==> config.mk <==
export PLATFORM = sky130hd
export DESIGN_NAME = crc_framed_packet_receiver_top
export DESIGN_NICKNAME = d
export VERILOG_FILES = /design/src/cfpr_pkg.sv /design/src/cfpr_ram.sv /design/src/cfpr_ctrl.sv /design/src/cfpr_datapath.sv /design/src/crc_framed_packet_receiver_top.sv
export SDC_FILE = /design/constraint.sdc
export NUM_CORES = 1
export LEC_CHECK = 0
export BUFFER_PORTS_ARGS = -buffer_cell sky130_fd_sc_hd__buf_4
export CAP_MARGIN = 10
export CORE_ASPECT_RATIO = 1.25
export CORE_MARGIN = 1
export CORE_UTILIZATION = 29
export DETAILED_ROUTE_END_ITERATION = 10
export GPL_TIMING_DRIVEN = 0
export SLEW_MARGIN = 10
export SYNTH_ARGS = -nofsm -noshare
export SYNTH_HDL_FRONTEND = slang
export SYNTH_SLANG_ARGS = --single-unit
==> constraint.sdc <==
create_clock -name clk -period 10.45 [get_ports clk]
set_clock_uncertainty 0.05 [all_clocks]
set_input_delay 0.5225 -clock clk [delete_from_list [all_inputs] [get_ports clk]]
set_output_delay 0.5225 -clock clk [all_outputs]
set_load 0.03 [all_outputs]
==> src/cfpr_pkg.sv <==
// Package for the framed packet receiver: codes, constants, CRC helper
// and the command/status bundles shared by controller and datapath.
// No dependencies.
package cfpr_pkg;

    // Frame status codes carried on the result channel
    localparam logic [1:0] FS_GOOD    = 2'd0;
    localparam logic [1:0] FS_VERSION = 2'd1;
    localparam logic [1:0] FS_LENGTH  = 2'd2;
    localparam logic [1:0] FS_CRC     = 2'd3;

    // Configuration register indexes
    localparam logic [1:0] REG_START_ONE = 2'd0;
    localparam logic [1:0] REG_START_TWO = 2'd1;
    localparam logic [1:0] REG_VERSION   = 2'd2;

    // Configuration reset values
    localparam logic [7:0] START_ONE_RST = 8'hAA;
    localparam logic [7:0] START_TWO_RST = 8'h55;
    localparam logic [7:0] VERSION_RST   = 8'h01;

    // Frame layout: 2 start bytes + 10 header bytes, then payload, then 2 CRC bytes
    localparam logic [6:0] HDR_BYTES      = 7'd12;
    localparam logic [6:0] OVERHEAD_BYTES = 7'd14;
    localparam int         HDR_STORE      = 10;

    localparam int DEFAULT_MAX_PAYLOAD = 64;

    // CRC16-CCITT-FALSE
    localparam logic [15:0] CRC_INIT = 16'hFFFF;
    localparam logic [15:0] CRC_POLY = 16'h1021;

    typedef enum logic [1:0] {
        S_IDLE,
        S_STATUS,
        S_DRAIN
    } state_t;

    // Controller -> datapath
    typedef struct packed {
        logic take_byte;
        logic load_status;
        logic load_data;
    } dp_cmd_t;

    // Datapath -> controller
    typedef struct packed {
        logic ev_result;
        logic ev_drain;
        logic drain_last;
    } dp_status_t;

    function automatic logic [15:0] crc_feed(input logic [15:0] crc_in,
                                             input logic [7:0]  data);
        logic [15:0] c;
        c = crc_in ^ {data, 8'h00};
        for (int k = 0; k < 8; k++) begin
            if (c[15])
                c = {c[14:0], 1'b0} ^ CRC_POLY;
            else
                c = {c[14:0], 1'b0};
        end
        return c;
    endfunction

endpackage

==> src/cfpr_ram.sv <==
// Generic single-write, single-read RAM with registered read data.
// No dependencies.
module cfpr_ram #(
    parameter int WIDTH = 8,
    parameter int DEPTH = 64,
    localparam int AW = (DEPTH > 1) ? $clog2(DEPTH) : 1
) (
    input  logic             clk,
    input  logic             we,
    input  logic [AW-1:0]    waddr,
    input  logic [WIDTH-1:0] wdata,
    input  logic [AW-1:0]    raddr,
    output logic [WIDTH-1:0] rdata
);

    logic [WIDTH-1:0] mem [DEPTH];

    always_ff @(posedge clk)
    begin
        if (we)
            mem[waddr] <= wdata;
        rdata <= mem[raddr];
    end

endmodule

==> src/cfpr_ctrl.sv <==
// Request sequencer: takes bytes, queues status results and drains payload.
// Uses cfpr_pkg.
module cfpr_ctrl import cfpr_pkg::*; (
    input  logic       clk,
    input  logic       rst_n,
    input  logic       in_valid,
    output logic       in_stall,
    output logic       out_valid,
    input  logic       out_stall,
    input  dp_status_t sts,
    output dp_cmd_t    cmd
);

    state_t state_reg, state_next;
    logic   out_valid_reg, out_valid_next;
    logic   out_free;

    assign out_free = !out_valid_reg || !out_stall;

    always_ff @(posedge clk or negedge rst_n)
    begin
        if (!rst_n)
        begin
            state_reg     <= S_IDLE;
            out_valid_reg <= 1'b0;
        end
        else
        begin
            state_reg     <= state_next;
            out_valid_reg <= out_valid_next;
        end
    end

    always_comb
    begin
        state_next      = state_reg;
        cmd.take_byte   = 1'b0;
        cmd.load_status = 1'b0;
        cmd.load_data   = 1'b0;
        in_stall        = 1'b1;
        unique case (state_reg)
            S_IDLE:
            begin
                in_stall      = 1'b0;
                cmd.take_byte = in_valid;
                if (in_valid)
                begin
                    if (sts.ev_result)
                        state_next = S_STATUS;
                    else if (sts.ev_drain)
                        state_next = S_DRAIN;
                end
            end
            S_STATUS:
            begin
                if (out_free)
                begin
                    cmd.load_status = 1'b1;
                    state_next      = S_IDLE;
                end
            end
            S_DRAIN:
            begin
                if (out_free)
                begin
                    cmd.load_data = 1'b1;
                    if (sts.drain_last)
                        state_next = S_IDLE;
                end
            end
            default:
            begin
                state_next = S_IDLE;
            end
        endcase

        if (cmd.load_status || cmd.load_data)
            out_valid_next = 1'b1;
        else if (out_free)
            out_valid_next = 1'b0;
        else
            out_valid_next = out_valid_reg;
    end

    assign out_valid = out_valid_reg;

endmodule

==> src/cfpr_datapath.sv <==
// Parser datapath: config registers, frame counters, header store, CRC,
// payload RAM and the result register. Uses cfpr_pkg and cfpr_ram.
module cfpr_datapath import cfpr_pkg::*; #(
    parameter int MAX_PAYLOAD = DEFAULT_MAX_PAYLOAD
) (
    input  logic        clk,
    input  logic        rst_n,
    input  logic        cfg_we,
    input  logic [1:0]  cfg_index,
    input  logic [7:0]  cfg_wdata,
    input  logic [7:0]  rx_byte,
    input  dp_cmd_t     cmd,
    output dp_status_t  sts,
    output logic [1:0]  frame_status,
    output logic        sequence_jump,
    output logic [7:0]  message_id,
    output logic [15:0] payload_length,
    output logic [15:0] sequence_number,
    output logic [31:0] timestamp,
    output logic [7:0]  data_byte,
    output logic        data_valid,
    output logic        last_of_run
);

    localparam int PAW = (MAX_PAYLOAD > 1) ? $clog2(MAX_PAYLOAD) : 1;

    logic [7:0]  start_one_reg, start_two_reg, version_reg;
    logic [6:0]  idx_reg, idx_next;
    logic [6:0]  flen_reg, flen_next;
    logic [15:0] crc_reg, crc_next;
    logic [7:0]  crc_lo_reg, crc_lo_next;
    logic [15:0] prev_seq_reg, prev_seq_next;
    logic        seq_seen_reg, seq_seen_next;
    logic [1:0]  res_status_reg, res_status_next;
    logic        res_jump_reg, res_jump_next;
    logic [PAW-1:0] rd_idx_reg, rd_idx_next;
    logic [7:0]  hdr_reg [HDR_STORE];

    logic [6:0]  idx_inc;
    logic [15:0] hdr_len, hdr_seq, rx_crc;
    logic [7:0]  pay_lim;
    logic [6:0]  pay_pos;
    logic        hdr_wen, pay_we;
    logic        good, ev_len, ev_end;
    logic [7:0]  ram_q;

    assign hdr_len = {hdr_reg[3], hdr_reg[2]};
    assign hdr_seq = {hdr_reg[5], hdr_reg[4]};
    assign idx_inc = idx_reg + 7'd1;
    assign pay_lim = {1'b0, HDR_BYTES} + {1'b0, hdr_len[6:0]};
    assign pay_pos = idx_reg - HDR_BYTES;
    assign rx_crc  = {rx_byte, crc_lo_reg};

    // Per-byte parse step
    always_comb
    begin
        idx_next        = idx_reg;
        flen_next       = flen_reg;
        crc_next        = crc_reg;
        crc_lo_next     = crc_lo_reg;
        prev_seq_next   = prev_seq_reg;
        seq_seen_next   = seq_seen_reg;
        res_status_next = res_status_reg;
        res_jump_next   = res_jump_reg;
        hdr_wen         = 1'b0;
        pay_we          = 1'b0;
        good            = 1'b0;
        ev_len          = 1'b0;
        ev_end          = 1'b0;
        if (cmd.take_byte)
        begin
            if (flen_reg == 7'd0)
            begin
                if (idx_reg == 7'd0)
                begin
                    if (rx_byte == start_one_reg)
                    begin
                        idx_next = 7'd1;
                        crc_next = CRC_INIT;
                    end
                end
                else if (idx_reg == 7'd1)
                begin
                    if (rx_byte == start_two_reg)
                    begin
                        idx_next = 7'd2;
                        crc_next = CRC_INIT;
                    end
                    else if (rx_byte == start_one_reg)
                        idx_next = 7'd1;
                    else
                        idx_next = 7'd0;
                end
                else
                begin
                    hdr_wen  = 1'b1;
                    crc_next = crc_feed(crc_reg, rx_byte);
                    idx_next = idx_inc;
                    if (idx_inc >= HDR_BYTES)
                    begin
                        if (hdr_len > 16'(MAX_PAYLOAD))
                        begin
                            ev_len          = 1'b1;
                            idx_next        = 7'd0;
                            res_status_next = FS_LENGTH;
                            res_jump_next   = 1'b0;
                        end
                        else
                            flen_next = OVERHEAD_BYTES + hdr_len[6:0];
                    end
                end
            end
            else
            begin
                if ({1'b0, idx_reg} < pay_lim)
                begin
                    pay_we   = 1'b1;
                    crc_next = crc_feed(crc_reg, rx_byte);
                end
                else if ({1'b0, idx_reg} == pay_lim)
                    crc_lo_next = rx_byte;
                idx_next = idx_inc;
                if (idx_inc >= flen_reg)
                begin
                    ev_end        = 1'b1;
                    idx_next      = 7'd0;
                    flen_next     = 7'd0;
                    res_jump_next = 1'b0;
                    if (hdr_reg[0] != version_reg)
                        res_status_next = FS_VERSION;
                    else if (rx_crc != crc_reg)
                        res_status_next = FS_CRC;
                    else
                    begin
                        good            = 1'b1;
                        res_status_next = FS_GOOD;
                        res_jump_next   = seq_seen_reg && (hdr_seq != prev_seq_reg + 16'd1);
                        prev_seq_next   = hdr_seq;
                        seq_seen_next   = 1'b1;
                    end
                end
            end
        end
    end

    assign sts.ev_result  = ev_len || (ev_end && !(good && hdr_len != 16'd0));
    assign sts.ev_drain   = ev_end && good && hdr_len != 16'd0;
    assign sts.drain_last = (16'(rd_idx_reg) + 16'd1) == hdr_len;

    // Drain index: returns to zero after the last byte, so the RAM output
    // already holds entry zero when a drain starts.
    always_comb
    begin
        rd_idx_next = rd_idx_reg;
        if (cmd.load_data)
        begin
            if (sts.drain_last)
                rd_idx_next = '0;
            else
                rd_idx_next = rd_idx_reg + PAW'(1);
        end
    end

    always_ff @(posedge clk or negedge rst_n)
    begin
        if (!rst_n)
        begin
            start_one_reg  <= START_ONE_RST;
            start_two_reg  <= START_TWO_RST;
            version_reg    <= VERSION_RST;
            idx_reg        <= 7'd0;
            flen_reg       <= 7'd0;
            crc_reg        <= CRC_INIT;
            prev_seq_reg   <= 16'd0;
            seq_seen_reg   <= 1'b0;
            rd_idx_reg     <= '0;
        end
        else
        begin
            if (cfg_we)
            begin
                unique case (cfg_index)
                    REG_START_ONE: start_one_reg <= cfg_wdata;
                    REG_START_TWO: start_two_reg <= cfg_wdata;
                    REG_VERSION:   version_reg   <= cfg_wdata;
                    default:       ;
                endcase
            end
            idx_reg      <= idx_next;
            flen_reg     <= flen_next;
            crc_reg      <= crc_next;
            prev_seq_reg <= prev_seq_next;
            seq_seen_reg <= seq_seen_next;
            rd_idx_reg   <= rd_idx_next;
        end
    end

    // Registers without reset: CRC low byte, result status and jump, header store
    always_ff @(posedge clk)
    begin
        crc_lo_reg     <= crc_lo_next;
        res_status_reg <= res_status_next;
        res_jump_reg   <= res_jump_next;
        for (int k = 0; k < HDR_STORE; k++)
        begin
            if (hdr_wen && idx_reg == 7'(k + 2))
                hdr_reg[k] <= rx_byte;
        end
    end

    cfpr_ram #(
        .WIDTH (8),
        .DEPTH (MAX_PAYLOAD)
    ) u_payload_ram (
        .clk   (clk),
        .we    (pay_we),
        .waddr (pay_pos[PAW-1:0]),
        .wdata (rx_byte),
        .raddr (rd_idx_next),
        .rdata (ram_q)
    );

    // Result register
    always_ff @(posedge clk)
    begin
        if (cmd.load_status || cmd.load_data)
        begin
            message_id      <= hdr_reg[1];
            payload_length  <= hdr_len;
            sequence_number <= hdr_seq;
            timestamp       <= {hdr_reg[9], hdr_reg[8], hdr_reg[7], hdr_reg[6]};
            sequence_jump   <= res_jump_reg;
            if (cmd.load_data)
            begin
                frame_status <= FS_GOOD;
                data_byte    <= ram_q;
                data_valid   <= 1'b1;
                last_of_run  <= sts.drain_last;
            end
            else
            begin
                frame_status <= res_status_reg;
                data_byte    <= 8'd0;
                data_valid   <= 1'b0;
                last_of_run  <= 1'b1;
            end
        end
    end

endmodule

==> src/crc_framed_packet_receiver_top.sv <==
// Framed packet receiver top: start-byte hunt, header, payload, CRC16 check.
// After the byte that ends a frame is accepted, the result register loads in S_STATUS or,
// byte by byte from the payload RAM read port, in S_DRAIN once the output is free; input
// stalls in both. Bytes are taken one per cycle in S_IDLE, while no result is due.
// Reset (rst_n, async, active low) returns to the hunt, restores default
// start bytes and version, and clears the sequence history. Uses cfpr_pkg.
module crc_framed_packet_receiver_top import cfpr_pkg::*; #(
    parameter int MAX_PAYLOAD = DEFAULT_MAX_PAYLOAD
) (
    input  logic        clk,
    input  logic        rst_n,
    // configuration write port
    input  logic        cfg_we,
    input  logic [1:0]  cfg_index,
    input  logic [7:0]  cfg_wdata,
    // byte requests in
    input  logic        in_valid,
    output logic        in_stall,
    input  logic [7:0]  rx_byte,
    // result requests out
    output logic        out_valid,
    input  logic        out_stall,
    output logic [1:0]  frame_status,
    output logic        sequence_jump,
    output logic [7:0]  message_id,
    output logic [15:0] payload_length,
    output logic [15:0] sequence_number,
    output logic [31:0] timestamp,
    output logic [7:0]  data_byte,
    output logic        data_valid,
    output logic        last_of_run
);

    // Controller issues take/load commands; datapath reports frame events
    // and whether the current drain entry is the final payload byte.
    dp_cmd_t    cmd;
    dp_status_t sts;

    cfpr_ctrl u_ctrl (
        .clk       (clk),
        .rst_n     (rst_n),
        .in_valid  (in_valid),
        .in_stall  (in_stall),
        .out_valid (out_valid),
        .out_stall (out_stall),
        .sts       (sts),
        .cmd       (cmd)
    );

    // Datapath holds config, parse counters, header, CRC, payload RAM and
    // the result register that parts the input side from the output side.
    cfpr_datapath #(
        .MAX_PAYLOAD (MAX_PAYLOAD)
    ) u_datapath (
        .clk             (clk),
        .rst_n           (rst_n),
        .cfg_we          (cfg_we),
        .cfg_index       (cfg_index),
        .cfg_wdata       (cfg_wdata),
        .rx_byte         (rx_byte),
        .cmd             (cmd),
        .sts             (sts),
        .frame_status    (frame_status),
        .sequence_jump   (sequence_jump),
        .message_id      (message_id),
        .payload_length  (payload_length),
        .sequence_number (sequence_number),
        .timestamp       (timestamp),
        .data_byte       (data_byte),
        .data_valid      (data_valid),
        .last_of_run     (last_of_run)
    );

`ifndef SYNTHESIS
    // A byte never raises both a status-only result and a payload drain
    a_one_event: assert property (@(posedge clk) disable iff (!rst_n)
        cmd.take_byte |-> !(sts.ev_result && sts.ev_drain))
        else $error("status and drain raised together");

    // Result register only reloaded when it is empty or being emptied
    a_load_room: assert property (@(posedge clk) disable iff (!rst_n)
        (cmd.load_status || cmd.load_data) |-> (!out_valid || !out_stall))
        else $error("result register overwritten");

    // Payload bytes only ever belong to good frames
    a_data_good: assert property (@(posedge clk) disable iff (!rst_n)
        (out_valid && data_valid) |-> (frame_status == FS_GOOD))
        else $error("payload byte on a failed frame");

    // Status-only results close their run
    a_status_last: assert property (@(posedge clk) disable iff (!rst_n)
        (out_valid && !data_valid) |-> last_of_run)
        else $error("status-only result not last");
`endif

endmodule

==> results of run 1 <==
## final timing paths
check / startpoint / end / slack [ns] / cells past startpoint
max: u_datapath.rd_idx_reg[0] / u_datapath.u_payload_ram.rdata[2] / 5.25 / 12
min reg2reg: u_datapath.hdr_reg[1][3] / u_datapath.message_id[3] / 0.36 / 0
min: rst_n / u_datapath.start_one_reg[6] / 0.03 / 1
min in group clk: cfg_wdata[1] / u_datapath.version_reg[1] / 0.10 / 2
max reg2reg: u_datapath.rd_idx_reg[0] / u_datapath.u_payload_ram.rdata[2] / 5.25 / 12
max in group asynchronous: rst_n / u_ctrl.state_reg[0] / 9.61 / 1
## layout by cell type, fill, tap and decap left out, drive strengths merged, types with 10 or more instances in the layout
cell type / synthesis / layout
a32oi: 17 / 17
a221oi: 64 / 64
nand4: 10 / 10
mux2i: 123 / 123
a221o: 16 / 16
and3: 33 / 33
nor4: 55 / 55
a211oi: 39 / 39
o22ai: 11 / 11
dfrtp: 55 / 55
ha: 25 / 25
nand2: 314 / 314
nor2: 122 / 122
edfxtp: 688 / 688
dfstp: 25 / 25
a311oi: 19 / 19
o221ai: 16 / 16
nor3: 42 / 42
clkbuf: 92 / 199
mux2: 59 / 59
a21oi: 117 / 117
clkinv: 0 / 17
a21o: 10 / 10
a32o: 14 / 14
o21ai: 55 / 55
xor2: 43 / 43
o21bai: 17 / 17
xnor2: 59 / 59
nand3: 43 / 43
buf: 46 / 160
inv: 26 / 32
## kinds of logic (layout without fill, tap and decap cells)
kind of cell,Yosys count,in the layout,synth area share
XOR/XNOR,102,102,0.02729
AND/OR/NAND/NOR,649,649,0.08782
multiplexers,182,182,0.05790
buffers and inverters,164,421,0.02209
AO/OA/AOI/OAI,444,444,0.09734
flip-flops,776,776,0.6980
adder cells (fa/ha/maj),25,25,0.009554
## worst max-delay path, delay by kind of cell (launching register included)
family / cells / cell delay (ns)
xor gates and xnor gates: 1 / 0.15
buffers and inverters: 1 / 0.62
adders and majority gates: 1 / 0.40
AOI/OAI and AO/OA: 4 / 1.68
DFF: 1 / 0.47
and+or+nand+nor: 5 / 1.60
## metal layers
layer  global-route usage  share of wire
met1               0.2023           0.40
met2               0.2742           0.49
met3              0.02496          0.068
met4              0.06694          0.038
met5                    0              0
## cell type report
type | instances | area share
multi-input cells | 1402 | 0.2405
repair buffers | 114 | 0.02432
inverters | 26 | 0.002557
plain buffers | 138 | 0.01639
clock buffers | 107 | 0.06051
clock inverters | 36 | 0.009210
well taps | 1459 | 0.04782
flip-flops and latches | 776 | 0.5987
## metrics by stage
| stage | total power [µW] | cell area, µm² |
|---|---|---|
| finish | 10720 | 38170 |
| global route | 11110 | 38170 |
| CTS | 10710 | 38170 |
| detailed placement | 7819 | 35510 |
| global placement | 7771 | 35380 |
| floorplan | 6310 | 32740 |
## power groups by stage
stage	Clock (µW)	Combinational [µW]	Sequential, µW
final	2900	3970	3850
after global routing	3050	4180	3880
after CTS	2930	3920	3860
after detailed placement	0	3900	3920
after global placement	0	3810	3960
after floorplan	0	2160	4150
==> summary.md, run 1 <==
| Metric | Value |
|---|---|
| H-tree depth | `3` |
| Initial Util | `0.2929` |
| First-pass GRT wire length | `around 140 mm` |
| Final period utilization | `0.4978` |
| Nets | `2585` |
| # hold bufs at CTS | `0` |
| Critical-path cell list | `ha_1 > xnor2_1 > nand2_1 > nor4_1 > o211ai_1 > a31oi_1 > nor3_1 > a21oi_1 > clkbuf_1 > a221oi_1 > nor4_1 > nor4_1` |
| Postcts setup bufs | `0` |
| Fin. max-slew vios | `0` |
| Sequential fraction of the synthesis area | `0.6980` |
| Grt ovf | `0` |
| Outcome | `completed` |
| Most frequent cell after synthesis | `edfxtp_1` |
| Top_reg_cell synth | `edfxtp_1` |
| Flop pwr share | `0.359` |
| Number of max-cap violations | `0` |
| Via density | `5.250` |
| CTS tree | `built` |
| Vias in the first global route | `between 20000 and 25000` |
| Die span in y | `between 300 and 400 µm` |
| Top cell type's share of synthesized area | `0.6310` |
| Slowest Stage Delay on Critical Path | `0.79 ns` |
| Final worst slack | `5.248 ns` |
| Distinct cells, synth | `between 60 and 70` |
| Net Sw Frac | `0.3806` |
| Die area | `114300 µm²` |
| Final Util | `0.3416` |
| Final setup fails | `0` |
| Area occupied by multi-input gates | `~9200 µm²` |
| Cell internal pwr | `approximately 6600 µW` |
| Max-slew headroom | `0.2029` |
| Worst-path maximum fanout | `10` |
| Drt first-iter violations | `between 2000 and 2500` |
| Setup TNS | `0 ns` |
| Slew @ Worst Pin | `approximately 1.2 ns` |
| Area growth from synthesis to layout | `16.59%` |
| Yosys reg bits | `around 780` |
| Diode count | `0` |
| Yosys warnings | `0` |
| Sequential Area | `approximately 23000 µm²` |
| Chip width | `about 300 µm` |
| Final Hold Viols | `0` |
| CTS Buf Count | `79` |
| Achievable frequency | `a little under 200 MHz` |
| Syn Nets | `2390` |
| Synth area leader | `edfxtp_1` |
| Worst Hold Class | `input pin to async pin` |
| Final wirelength | `about 94 mm` |
| CP required | `roughly 11 ns` |
| I/O pin count | `110` |
| Worst-Skew Late Latency | `about 0.64 ns` |
| Fillers | `about 11000` |
| Worst Setup End Kind | `flop` |
| Synth top cells by count | `688 x edfxtp_1, 314 x nand2_1, 123 x mux2i_1` |
| Max VDD drop | `between 0.1 and 0.15 mV` |
| Mapped Area | `32740 µm²` |
| Most frequent CP cell | `nor4_1` |
| Routability cong. | `0.8903` |
| EDFF count, synth | `a little under 700` |
| Layout cells sized above 1 | `0.1431` |
| CTS sink cnt | `about 780` |
| Max reg flops | `512` |
| Core ar. | `around 110000 µm²` |
| PortBufs | `about 110` |
| Initial antenna violation count | `2` |
| Final HPWL DP | `a little over 60 mm` |
| FP Rows | `137` |
| DRT Pass-1 Iters | `6` |
| Syn_area_per_cell | `13.98 µm²` |
| Root Driver | `clkbuf_16` |
| Logic pwr share | `0.370` |
| Residual DRC count | `0` |
| Arr. time, crit path | `5.58 ns` |
| P_leak | `around 0.013 µW` |
| Min Hold Slack | `~0.034 ns` |
| GRT Total Usage | `0.1611` |
| Crit Path Category | `flop to flop` |
| Pre-CTS setup slack | `approximately 5.5 ns` |
| Non-filler cells, final | `between 4000 and 5000` |
| Period minus WS final | `approximately 5.2 ns` |
| RSZ-0062 raised after global routing | `false` |
| Slowest cell on crit path | `nor4_1` |
| Clock share of power | `0.270` |
| PD cells | `280.9 nW/µm²` |
| Largest cells by area after synthesis | `edfxtp_1 63%, dfrtp_1 4.2%, mux2i_1 3.8%` |
| WL per Instance | `around 23 µm` |
| CTS clk-pin slew, worst paths | `roughly 0.07 ns` |
| Post-CTS sizing | `0` |
| Post-synth ARST share | `0.1031` |
| Switching pwr | `~4100 µW` |
| Via Count | `about 21000` |
| Antenna Violating Nets Remaining | `0` |
| CTS max path bufs | `3` |
| Syn Inst Count | `approximately 2300` |
| Largest net degree at the start of global routing | `81` |
| Placed insts | `a little under 4000` |
| Startpoint types | `flop` |
(Power assumes the default switching activity.)
==> inputs of run 2 (changes only) <==
==> constraint.sdc (replaced) <==
create_clock -name clk -period 5.45 [get_ports clk]
set_clock_uncertainty 0.05 [all_clocks]
set_input_delay 0.2725 -clock clk [delete_from_list [all_inputs] [get_ports clk]]
set_output_delay 0.2725 -clock clk [all_outputs]
set_load 0.03 [all_outputs]
==> run 2 against run 1 <==
Combinational power rose by 92%. Power increased by 92%. First-iteration DRC count grew 4.1%. Clock power grew 92%. Non-clock buffer count up 10. Final cell count rose by 0.25%. Worst hold slack improved by 0.031 ns. Sequential power rose by 92%. Utilization grew 0.11 points. Setup slack got worse by 4.9 ns. Critical path type unchanged. Critical endpoint unchanged. Highest routed layer unchanged.
==> summary.md, run 2 (synthesis gave the netlist of run 1 again) <==
| Metric | Value |
|---|---|
| Worst r2r path cells | `12 (unchanged)` |
| P_leak | `0.01317 µW (+0.38%)` |
| Arr. time, crit path | `5.47 ns (-0.11 ns)` |
| WL per Instance | `23.12 µm (about the same)` |
| Fin. max-slew vios | `0 (unchanged)` |
| FP Rows | `137 (unchanged)` |
| Commonest cells after routing, fill and taps aside | `688 x edfxtp_1, 314 x nand2_1, 123 x mux2i_1, 122 x nor2_1, 117 x buf_4` |
| H-tree depth | `3 (unchanged)` |
| Layout cells sized above 1 | `0.1430 (-0.0001653)` |
| First-pass GRT wire length | `136.8 mm (+0.18%)` |
| Nets | `2595 (+0.39%)` |
| I/O pin count | `110 (unchanged)` |
| PD cells | `537.6 nW/µm² (+91%)` |
| PortBufs | `109 (unchanged)` |
| Max VDD drop | `0.2879 mV (+93%)` |
| DRT Pass-1 Iters | `6 (unchanged)` |
| CP bufs+invs | `1 (unchanged)` |
| Initial antenna violation count | `2 (unchanged)` |
| CTS Buf Count | `79 (unchanged)` |
| Reg2Reg Capture Point | `u_datapath.u_payload_ram.rdata[2]` |
| Number of max-cap violations | `0 (unchanged)` |
| Final wirelength | `94.07 mm (+0.33%)` |
| Crit Path Category | `flop to flop` |
| Largest net degree at the start of global routing | `81 (unchanged)` |
| Vias in the first global route | `20794 (+0.23%)` |
| Commonest non-fill, non-tap cell in the layout | `edfxtp_1` |
| Final period utilization | `0.9329 (+0.4351)` |
| CP required | `5.83 ns (-5.00 ns)` |
| Slowest cell on crit path | `nor4_1` |
| Worst Setup End Kind | `flop` |
| Achievable frequency | `196.7 MHz (+2.3%)` |
| CTS max path bufs | `3 (unchanged)` |
| Post-CTS sizing | `0 (unchanged)` |
| CTS tree | `built` |
| Initial Util | `0.2929 (unchanged)` |
| Chip width | `302.5 µm (unchanged)` |
| Slowest Stage Delay on Critical Path | `0.76 ns (-0.03 ns)` |
| GRT Total Usage | `0.1614 (+0.0002987)` |
| Family with the most delay on the worst path | `compound AO/OA/AOI/OAI gates` |
| RSZ-0062 raised after global routing | `false` |
| Die span in y | `377.7 µm (unchanged)` |
| Core ar. | `111800 µm² (unchanged)` |
| Placed insts | `3915 (unchanged)` |
| Most frequent CP cell | `nor4_1` |
| Grt ovf | `0 (unchanged)` |
| Root Driver | `clkbuf_16` |
| Worst-path maximum fanout | `10 (unchanged)` |
| Critical-path cell list | `ha_1 > xnor2_1 > nand2_1 > nor4_1 > o211ai_1 > a31oi_1 > nor3_1 > a21oi_1 > clkbuf_1 > a221oi_1 > nor4_1 > nor4_1` |
| Startpoint types | `flop` |
| Outcome | `completed` |
| Routability cong. | `0.8903 (unchanged)` |
| Die area | `114300 µm² (unchanged)` |
| Final setup fails | `0 (unchanged)` |
| Area growth from synthesis to layout | `16.95%` |
| Slew @ Worst Pin | `1.188 ns (-0.007810 ns)` |
| Diode count | `0 (unchanged)` |
| Worst R2R Start | `u_datapath.rd_idx_reg[0]` |
| Non-filler cells, final | `4068 (+0.25%)` |
| Final Util | `0.3426 (+0.001053)` |
| R2R setup slack | `0.37 ns (-4.88 ns)` |
| Postcts setup bufs | `0 (unchanged)` |
| Max reg flops | `512 (unchanged)` |
| CTS clk-pin slew, worst paths | `0.07 ns (about the same)` |
| Max-slew headroom | `0.2081 (+0.005207)` |
| Via Count | `21309 (+0.028%)` |
| CTS sink cnt | `776 (unchanged)` |
| Final Hold Viols | `0 (unchanged)` |
| Drt first-iter violations | `2238 (+4.1%)` |
| Worst Hold Class | `input pin to async pin` |
| Via density | `5.238 (-0.22%)` |
| Worst-Skew Late Latency | `0.64 ns (about the same)` |
| Residual DRC count | `0 (unchanged)` |
| Period minus WS final | `5.084 ns (-0.1173 ns)` |
| Final HPWL DP | `61.98 mm (unchanged)` |
| Antenna Violating Nets Remaining | `0 (unchanged)` |
## run 2: per-layer routing
| metal | up-vias | track usage | wire length [µm] | share of wire |
|---|---|---|---|---|
| met2 | 944 | 0.2751 | 46720 | 0.50 |
| met4 | 0 | 0.06694 | 3481 | 0.037 |
| li1 | 9414 | - | - | - |
| met5 | - | 0 | 0 | 0 |
| met3 | 199 | 0.02496 | 6329 | 0.067 |
| met1 | 10752 | 0.2024 | 37540 | 0.40 |
## run 2: metrics by stage
stage / hold WS (ns) / instance area [µm²] / setup WS, ns / setup TNS (ns) / power [µW]
floorplan: -0.07309 / 32740 / 0.1727 / 0 / 12100
global placement: 0.3518 / 35380 / -2.263 / -192.22 / 14610
detailed placement: 0.3545 / 35510 / 0.5043 / 0 / 14990
CTS: 0.05615 / 38260 / 0.4595 / 0 / 20540
global route: 0.07441 / 38290 / 0.2740 / 0 / 21320
finish: 0.06572 / 38290 / 0.3657 / 0 / 20590
## run 2: final cells by class
| cell class | count | area, µm² |
|---|---|---|
| clock buffer | 107 | 2310 |
| clock inverter | 36 | 351.6 |
| tap | 1459 | 1826 |
| inverter | 26 | 97.59 |
| sequential | 776 | 22850 |
| multi-input combinational | 1402 | 9181 |
| buffer | 138 | 625.6 |
| fill | 10798 | 73470 |
| timing repair buffer | 124 | 1046 |
## run 2: power by group
| group | switching [µW] | internal [µW] |
|---|---|---|
| Clock | 2340 | 3230 |
| Combinational | 5240 | 2400 |
| Sequential | 271 | 7120 |
## run 2: how the worst max path moves through the flow
| stage | from | to | cells after the start |
|---|---|---|---|
| detailed placement | u_datapath.rd_idx_reg[0] | u_datapath.u_payload_ram.rdata[2] | 12 |
| CTS | u_datapath.rd_idx_reg[0] | u_datapath.u_payload_ram.rdata[2] | 12 |
| floorplan | u_ctrl.state_reg[0] | timestamp[0] | 2 |
| global placement | u_ctrl.state_reg[0] | u_datapath.message_id[6] | 2 |
| finish | u_datapath.rd_idx_reg[0] | u_datapath.u_payload_ram.rdata[2] | 12 |
| global route | u_datapath.rd_idx_reg[0] | u_datapath.u_payload_ram.rdata[2] | 13 |
## run 2: what timing repair did
item | in CTS | in global routing
hold endpoints to repair | 79 | 0
endpoints found under the setup margin | 0 | 0
hold buffers | 9 | 0
